File: config.mk
export PLATFORM = sky130hd
export DESIGN_NAME = adll_ctrl
export DESIGN_NICKNAME = d
export VERILOG_FILES = /design/src/hw/rtl/adll_pkg.sv /design/src/hw/rtl/adll_ctrl.sv
export SDC_FILE = /design/constraint.sdc
export NUM_CORES = 1
export LEC_CHECK = 0
export BUFFER_PORTS_ARGS = -buffer_cell sky130_fd_sc_hd__clkbuf_2
export CAP_MARGIN = 30
export CORE_MARGIN = 5
export CORE_UTILIZATION = 45
export CTS_CLUSTER_SIZE = 24
export DETAILED_ROUTE_END_ITERATION = 8
export GPL_TIMING_DRIVEN = 0
export PLACE_DENSITY = 0.68
export SETUP_SLACK_MARGIN = 0.15
export SYNTH_ARGS = -nofsm -noshare
export SYNTH_HDL_FRONTEND = slang
export SYNTH_SLANG_ARGS = --single-unit
File: constraint.sdc
create_clock -name clk_i -period 2.6 [get_ports clk_i]
set_input_delay 0.26 -clock clk_i [delete_from_list [all_inputs] [get_ports clk_i]]
set_output_delay 0.26 -clock clk_i [all_outputs]
set_load 0.05 [all_outputs]
File: src/hw/rtl/adll_pkg.sv
`timescale 1ns / 1ps

package adll_pkg;

  // Capacity of the list and the widths that follow from the field layout.
  localparam int unsigned MAX_BOXES       = 1024;
  localparam int unsigned MEM_DEPTH       = MAX_BOXES + 1;
  localparam int unsigned BOX_W           = 11;
  localparam int unsigned ACTION_W        = 3;
  localparam int unsigned SUM_W           = 20;
  localparam int unsigned BOX_COUNT_RESET = 1024;

  // Configuration port layout.
  localparam int unsigned DATA_W    = 32;
  localparam int unsigned PADDR_W   = 3;
  localparam int unsigned REG_IDX_W = PADDR_W - 2;
  localparam logic [REG_IDX_W-1:0] REG_BOX_COUNT = REG_IDX_W'(0);

  typedef enum logic [ACTION_W-1:0] {
    ACT_REBUILD     = 3'd0,
    ACT_MOVE_BEFORE = 3'd1,
    ACT_MOVE_AFTER  = 3'd2,
    ACT_SWAP        = 3'd3,
    ACT_TOGGLE      = 3'd4,
    ACT_REPORT      = 3'd5
  } action_e;

  typedef enum logic [4:0] {
    ST_IDLE,
    ST_DECODE,
    ST_SWEEP,
    ST_MV_UNLINK,
    ST_MV_RDY,
    ST_MV_LINK1,
    ST_MV_LINK2,
    ST_SW_RDY,
    ST_SW_CHECK,
    ST_SW_W1,
    ST_SW_W2,
    ST_SW_W3,
    ST_SW_W4,
    ST_WALK,
    ST_EMIT
  } ctrl_state_e;

  typedef enum logic [4:0] {
    CMD_IDLE,
    CMD_ACCEPT,
    CMD_DEC_REBUILD,
    CMD_DEC_MOVE,
    CMD_DEC_SWAP,
    CMD_TOGGLE,
    CMD_DEC_REPORT,
    CMD_SWEEP,
    CMD_UNLINK,
    CMD_RD_Y,
    CMD_LINK1,
    CMD_LINK2,
    CMD_SW_RDY,
    CMD_SW_CHECK,
    CMD_SW_W1,
    CMD_SW_W2,
    CMD_SW_W3,
    CMD_SW_W4,
    CMD_WALK,
    CMD_EMIT
  } dp_cmd_e;

  typedef struct packed {
    action_e action;
    logic    ok;
    logic    sweep_done;
    logic    adj;
    logic    walk_go;
    logic    out_free;
  } dp_status_t;

endpackage

File: src/hw/rtl/adll_ctrl.sv
`timescale 1ns / 1ps

module adll_ctrl (
  input  logic                 clk_i,
  input  logic                 rst_ni,
  input  logic                 in_valid_i,
  output logic                 in_stall_o,
  input  adll_pkg::dp_status_t status_i,
  output adll_pkg::dp_cmd_e    cmd_o
);

  adll_pkg::ctrl_state_e state_q, state_d;

  always_ff @(posedge clk_i or negedge rst_ni) begin
    if (!rst_ni) begin
      state_q <= adll_pkg::ST_IDLE;
    end else begin
      state_q <= state_d;
    end
  end

  // Next state.
  always_comb begin
    state_d = state_q;
    case (state_q)
      adll_pkg::ST_IDLE: begin
        if (in_valid_i) begin
          state_d = adll_pkg::ST_DECODE;
        end
      end
      adll_pkg::ST_DECODE: begin
        case (status_i.action)
          adll_pkg::ACT_REBUILD: state_d = adll_pkg::ST_SWEEP;
          adll_pkg::ACT_MOVE_BEFORE, adll_pkg::ACT_MOVE_AFTER: begin
            state_d = status_i.ok ? adll_pkg::ST_MV_UNLINK : adll_pkg::ST_IDLE;
          end
          adll_pkg::ACT_SWAP: begin
            state_d = status_i.ok ? adll_pkg::ST_SW_RDY : adll_pkg::ST_IDLE;
          end
          adll_pkg::ACT_REPORT: state_d = adll_pkg::ST_WALK;
          default:              state_d = adll_pkg::ST_IDLE;
        endcase
      end
      adll_pkg::ST_SWEEP: begin
        if (status_i.sweep_done) begin
          state_d = adll_pkg::ST_IDLE;
        end
      end
      adll_pkg::ST_MV_UNLINK: state_d = adll_pkg::ST_MV_RDY;
      adll_pkg::ST_MV_RDY:    state_d = adll_pkg::ST_MV_LINK1;
      adll_pkg::ST_MV_LINK1:  state_d = adll_pkg::ST_MV_LINK2;
      adll_pkg::ST_MV_LINK2:  state_d = adll_pkg::ST_IDLE;
      adll_pkg::ST_SW_RDY:    state_d = adll_pkg::ST_SW_CHECK;
      adll_pkg::ST_SW_CHECK: begin
        state_d = status_i.adj ? adll_pkg::ST_MV_UNLINK : adll_pkg::ST_SW_W1;
      end
      adll_pkg::ST_SW_W1: state_d = adll_pkg::ST_SW_W2;
      adll_pkg::ST_SW_W2: state_d = adll_pkg::ST_SW_W3;
      adll_pkg::ST_SW_W3: state_d = adll_pkg::ST_SW_W4;
      adll_pkg::ST_SW_W4: state_d = adll_pkg::ST_IDLE;
      adll_pkg::ST_WALK: begin
        if (!status_i.walk_go) begin
          state_d = adll_pkg::ST_EMIT;
        end
      end
      adll_pkg::ST_EMIT: begin
        if (status_i.out_free) begin
          state_d = adll_pkg::ST_IDLE;
        end
      end
      default: state_d = adll_pkg::ST_IDLE;
    endcase
  end

  // Datapath commands.
  always_comb begin
    cmd_o = adll_pkg::CMD_IDLE;
    case (state_q)
      adll_pkg::ST_IDLE: begin
        if (in_valid_i) begin
          cmd_o = adll_pkg::CMD_ACCEPT;
        end
      end
      adll_pkg::ST_DECODE: begin
        case (status_i.action)
          adll_pkg::ACT_REBUILD: cmd_o = adll_pkg::CMD_DEC_REBUILD;
          adll_pkg::ACT_MOVE_BEFORE, adll_pkg::ACT_MOVE_AFTER: begin
            cmd_o = status_i.ok ? adll_pkg::CMD_DEC_MOVE : adll_pkg::CMD_IDLE;
          end
          adll_pkg::ACT_SWAP: begin
            cmd_o = status_i.ok ? adll_pkg::CMD_DEC_SWAP : adll_pkg::CMD_IDLE;
          end
          adll_pkg::ACT_TOGGLE: cmd_o = adll_pkg::CMD_TOGGLE;
          adll_pkg::ACT_REPORT: cmd_o = adll_pkg::CMD_DEC_REPORT;
          default:              cmd_o = adll_pkg::CMD_IDLE;
        endcase
      end
      adll_pkg::ST_SWEEP:     cmd_o = adll_pkg::CMD_SWEEP;
      adll_pkg::ST_MV_UNLINK: cmd_o = adll_pkg::CMD_UNLINK;
      adll_pkg::ST_MV_RDY:    cmd_o = adll_pkg::CMD_RD_Y;
      adll_pkg::ST_MV_LINK1:  cmd_o = adll_pkg::CMD_LINK1;
      adll_pkg::ST_MV_LINK2:  cmd_o = adll_pkg::CMD_LINK2;
      adll_pkg::ST_SW_RDY:    cmd_o = adll_pkg::CMD_SW_RDY;
      adll_pkg::ST_SW_CHECK:  cmd_o = adll_pkg::CMD_SW_CHECK;
      adll_pkg::ST_SW_W1:     cmd_o = adll_pkg::CMD_SW_W1;
      adll_pkg::ST_SW_W2:     cmd_o = adll_pkg::CMD_SW_W2;
      adll_pkg::ST_SW_W3:     cmd_o = adll_pkg::CMD_SW_W3;
      adll_pkg::ST_SW_W4:     cmd_o = adll_pkg::CMD_SW_W4;
      adll_pkg::ST_WALK:      cmd_o = adll_pkg::CMD_WALK;
      adll_pkg::ST_EMIT: begin
        if (status_i.out_free) begin
          cmd_o = adll_pkg::CMD_EMIT;
        end
      end
      default: cmd_o = adll_pkg::CMD_IDLE;
    endcase
  end

  assign in_stall_o = (state_q != adll_pkg::ST_IDLE);

endmodule

== After elaboration in Yosys (flattened, before gate mapping) ==
Index checks and enable logic that the tools add are counted.

* Register bits after elaboration: 5
* Input bits: 11
* Output and inout port bits: 6
* Word-level logic and storage cells: 43

* Equality and inequality tests: 23
* Mux-type cells: 14
* Reduce and logical (&&, ||, !) cells: 5

{| class="wikitable"
|+ Operators by type and width
! operator !! count
|-
| 5-bit case mux with 15 select lines || 1
|-
| 5-bit case mux with 13 select lines || 1
|-
| 5-bit by 4-bit == test with 1-bit output, second input constant || 7
|-
| 5-bit two-way mux || 5
|-
| 5-bit by 3-bit == test with 1-bit output, second input constant || 4
|-
| 4-bit case mux with 4 select lines || 1
|-
| 3-bit case mux with 5 select lines || 1
|-
| 5-bit by 2-bit == test with 1-bit output, second input constant || 2
|-
| 2-bit != test, second input constant || 4
|-
| 3-bit by 2-bit == test with 1-bit output, second input constant || 2
|-
| 3-bit == test, second input constant || 2
|-
| 3-bit two-way mux || 2
|-
| 5-bit by 1-bit == test with 1-bit output, second input constant || 1
|-
| 5-bit zero test || 1
|-
| 5-bit nonzero test || 1
|-
| 4-bit two-way mux || 1
|-
| 4-bit AND reduction || 1
|-
| 3-bit by 1-bit == test with 1-bit output, second input constant || 1
|-
| 3-bit zero test || 1
|-
| 2-bit two-way mux || 1
|-
| 2-bit OR reduction || 1
|-
| 1-bit two-way mux || 1
|}

== Longest topological paths before layout ==
* Depth in word-level cells: 4
* Mapped depth: 6
* Mapped depth without buffers: 4

== Least setup slack after synthesis ==
OpenSTA, ideal clock, no wires.

* Path type: register to output
* From: register state_q[1]
* To: output port cmd_o[4]
* Data arrival time: 2.167 ns
* Path slack: 0.173 ns
* Cell stages (with the launch flop): 5
* Buffers on the path: 2
* Cell sequence: dfrtp_1 > clkbuf_1 > clkbuf_1 > a21oi_1 > nor3b_1

* Word-level cells in the longest chain between the ends: 2
* Elaborated cells between the ends (all ways): 16
* Those cells by class: eq/ne (14); mux (1); reduce/logical (1)

{| class="wikitable"
|+ Ends and longest elaborated chain
! element !! RTL line !! RTL
|-
| from (decl) || adll_ctrl.sv:12 || <nowiki>adll_pkg::ctrl_state_e state_q, state_d;</nowiki>
|-
| from (signal assigned) || adll_ctrl.sv:16 || <nowiki>state_q <= adll_pkg::ST_IDLE;</nowiki>
|-
| from (signal assigned) || adll_ctrl.sv:18 || <nowiki>state_q <= state_d;</nowiki>
|-
| 5-bit by 4-bit == test with 1-bit output (tied with other cells) || adll_ctrl.sv:78 || <nowiki>case (state_q)</nowiki>
|-
| 5-bit case mux with 15 select lines * || adll_ctrl.sv:78 ||
|-
| to (decl) || adll_ctrl.sv:9 || <nowiki>output adll_pkg::dp_cmd_e cmd_o</nowiki>
|}

Mark *: on every way between the ends. The rest lies on a longest branch, timed or not.

== Worst setup path in the final report ==
Same ends and word-level chain as after synthesis.

==> impl_metrics.toml <==
[layout]
diodes = 0
n_fill_cell = 128
top_regs = "state_q x4"
area_growth_pct = 22.15
layout-drive-gt1-share_pct = 28.71
top_register = "state_q"
final_nets = 114
largest_register_ffs = 4
final_cells = 116

[placement]
place_congestion = 0.8325
dp_slack_ns = 0.6775
port_buffers = 16
placed_cells_incl_taps = 112
dp_hpwl_mm = 1.234

[drt]
num_vias = 694
routed_wirelength_mm = 1.616
drtIter0Drc = 11
drc = 0
vias_per_cell = 5.983
wl_per_cell_um = 13.93
ant_nets = 0
dr.pass1.iters = 4

[floorplan]
fp.dieW_um = 46.31
coreArea_sq_um = 1269
die_h_um = 46.31
io_pins = 17
initial_utilization_pct = 46.75
num_rows = 13
dieArea_sq_um = 2144

[clock_tree]
cts_buffers = 3
cts_resized = 0
cts_max_level = 1
insertion_delay_ns = 0.25
clock_sinks = 4
postCtsSetupBuffers = 0
cts_tree = "built"
cts_buffer_depth = 2
cts_root_buffer = "clkbuf_4"
clk_pin_slew_ns = 0.04

[timing]
finalHoldViolCount = 0
tightestPinTransition_ns = 0.4252
rsz0062_at_grt = "false"
period_share_pct = 85.12
worst_slack_ns = 0.3869
setup_viol_count_final = 0
tns_ns = 0
slew_viol_final = 0
slew_headroom_pct = 71.65
min_period_ns = 2.213
max_freq_mhz = 451.8
skew_ns = 0.003133

[yosys]
ys_ff_latch = 4
synth_top_area_share_pct = 16.88
synth_fp_nets = 92
async_reset_ff_share_pct = 100.0
synth_area_leaders = "dfrtp_1 17%, nor2_1 6.3%, a21oi_1 5.9%, a221oi_2 5.1%, nand2b_1 4.2%"
synth_edf_count = 0
synth_area_leader_cell = "dfrtp_1"
ys.flop_type = "dfrtp_1"
syn_area_sq_um = 593.1
synth_cell_types = 41
ys_warn_count = 0
seq_area_frac_synth_pct = 16.88
avgSynthCellArea_sq_um = 7.322
synth_cells = 81

[flow_run]
maxCapViolations = 0

[global_route]
antenna_found_initial = 0
grt_pass1_wl_mm = 2.628
track_usage_pct = 18.28
grt_max_degree = 11
gr-total-overflow = 0
grt_pass1_vias = 586

[worst_setup_path]
cp_top_family = "buffers and inverters"
cp_num_buf_inv = 3
cpPeakStageDelay_ns = 0.40
crit_required_ns = 2.34
cp.arrival_ns = 1.95
slowest_stage = "clkbuf_1"
critPathMaxFanout = 10
cpMostUsedCell = "clkbuf_1"
worstSetupPathType = "reg2out"
cp-end-kind = "output pin"
crit_chain = "clkbuf_1 -> clkbuf_1 -> a21oi_1 -> nor3b_1 -> clkbuf_2"
cp-start-kind = "flop"

[power]
power_density_nw_per_um2 = 1219
p_leak_uw = 0.0003181
peakVddDrop_mv = 0.5434

[status]
status = "completed"

[hold_path]
hp-class = "in2reg"
## path summary, 6_finish.rpt
path,from,to,slack [ns],depth (start not counted)
setup / recovery,state_q[1]$_DFFE_PN0P_,cmd_o[4],0.39,5
hold / removal,status_i[1],state_q[0]$_DFFE_PN0P_,0.27,2
setup reg to reg,state_q[0]$_DFFE_PN0P_,state_q[2]$_DFFE_PN0P_,0.92,4
hold reg to reg,state_q[3]$_DFFE_PN0P_,state_q[1]$_DFFE_PN0P_,0.78,3
max in group asynchronous,rst_ni,state_q[3]$_DFFE_PN0P_,2.12,2
min in group asynchronous,rst_ni,state_q[1]$_DFFE_PN0P_,0.35,2
## cells in the mapped netlist, drive strengths merged, types with 2 or more instances
cell / count
a21o: 2
a21oi: 9
a221oi: 2
buf: 5
clkbuf: 2
dfrtp: 4
inv: 3
nand2: 3
nand2b: 4
nand3b: 2
nor2: 11
nor3b: 2
o21ai: 5
o22ai: 2
o31ai: 2
or4: 3
## metal layers
metal | vias to the layer above | track usage [%] | part of all wire, %
met5 | - | 0 | 0
met4 | 0 | 13.64 | 2.6
met3 | 4 | 5.859 | 6.9
met2 | 25 | 24.73 | 44
met1 | 314 | 23.56 | 46
li1 | 351 | - | -
## where the power goes
group / switching [uW] / leakage [uW] / internal [uW]
sequential: 23.4 / 0.0000523 / 85.9
combinational: 463 / 0.000252 / 229
clock: 30.0 / 0.0000138 / 51.9
## through the flow
step	hold slack [ns]	utilization (%)	power (uW)	instance area, sq um
6_report	0.2696	57.10	882.8	724.4
5_1_grt	0.2675	57.10	951.5	724.4
4_1_cts	0.2643	57.10	883.6	724.4
3_5_place_dp	0.07139	54.54	796.2	691.9
3_3_place_gp	0.06509	54.54	789.7	691.9
2_1_floorplan	-0.03559	-	660.5	593.1
## worst register-to-register path, stage by stage (launching register included)
cell     delay (ns)
dfrtp_1        0.46
or4_4          0.57
a21oi_2        0.16
nor2_2         0.08
mux2_4         0.30
## layout by cell type (no fill, tap or decap), types with 2 or more instances in the layout
cell type | synthesis | layout
clkbuf_2 | 0 | 16
nor2_1 | 10 | 10
a21oi_1 | 7 | 7
nand2b_1 | 4 | 4
o21ai_0 | 4 | 4
dfrtp_1 | 4 | 4
buf_2 | 3 | 3
inv_1 | 3 | 3
nand2_1 | 3 | 3
clkbuf_4 | 0 | 3
clkbuf_1 | 2 | 2
buf_1 | 2 | 2
nor3b_1 | 2 | 2
o31ai_1 | 2 | 2
or4_1 | 2 | 2
nand3b_1 | 2 | 2
o22ai_1 | 2 | 2
a21oi_2 | 2 | 2
a21o_1 | 2 | 2
a221oi_2 | 2 | 2
## kinds of logic (layout without fill, tap and decap cells)
family	count (synthesis)	after routing	synth area share, %
simple gates	33	33	31.86
compound gates	31	31	38.61
buf+inv	10	30	6.962
flops	4	4	16.88
mux	2	2	4.219
xor+xnor	1	1	1.477
## repair_timing
action	4_1_cts	5_1_grt
hold endpoints to repair	4	0
setup endpoints to repair	0	0
hold buffers	1	0
## area by class of cell
type	count	area [sq um]	share of cell area (%)
Inverter	3	11.26	1.554
Multi-Input combinational cell	67	451.7	62.35
Clock buffer	3	22.52	3.109
Tap cell	15	18.77	2.591
Sequential cell	4	100.1	13.82
Buffer	7	30.03	4.145
Timing Repair Buffer	17	90.09	12.44
Note: power is estimated with default switching activity, not from simulation.
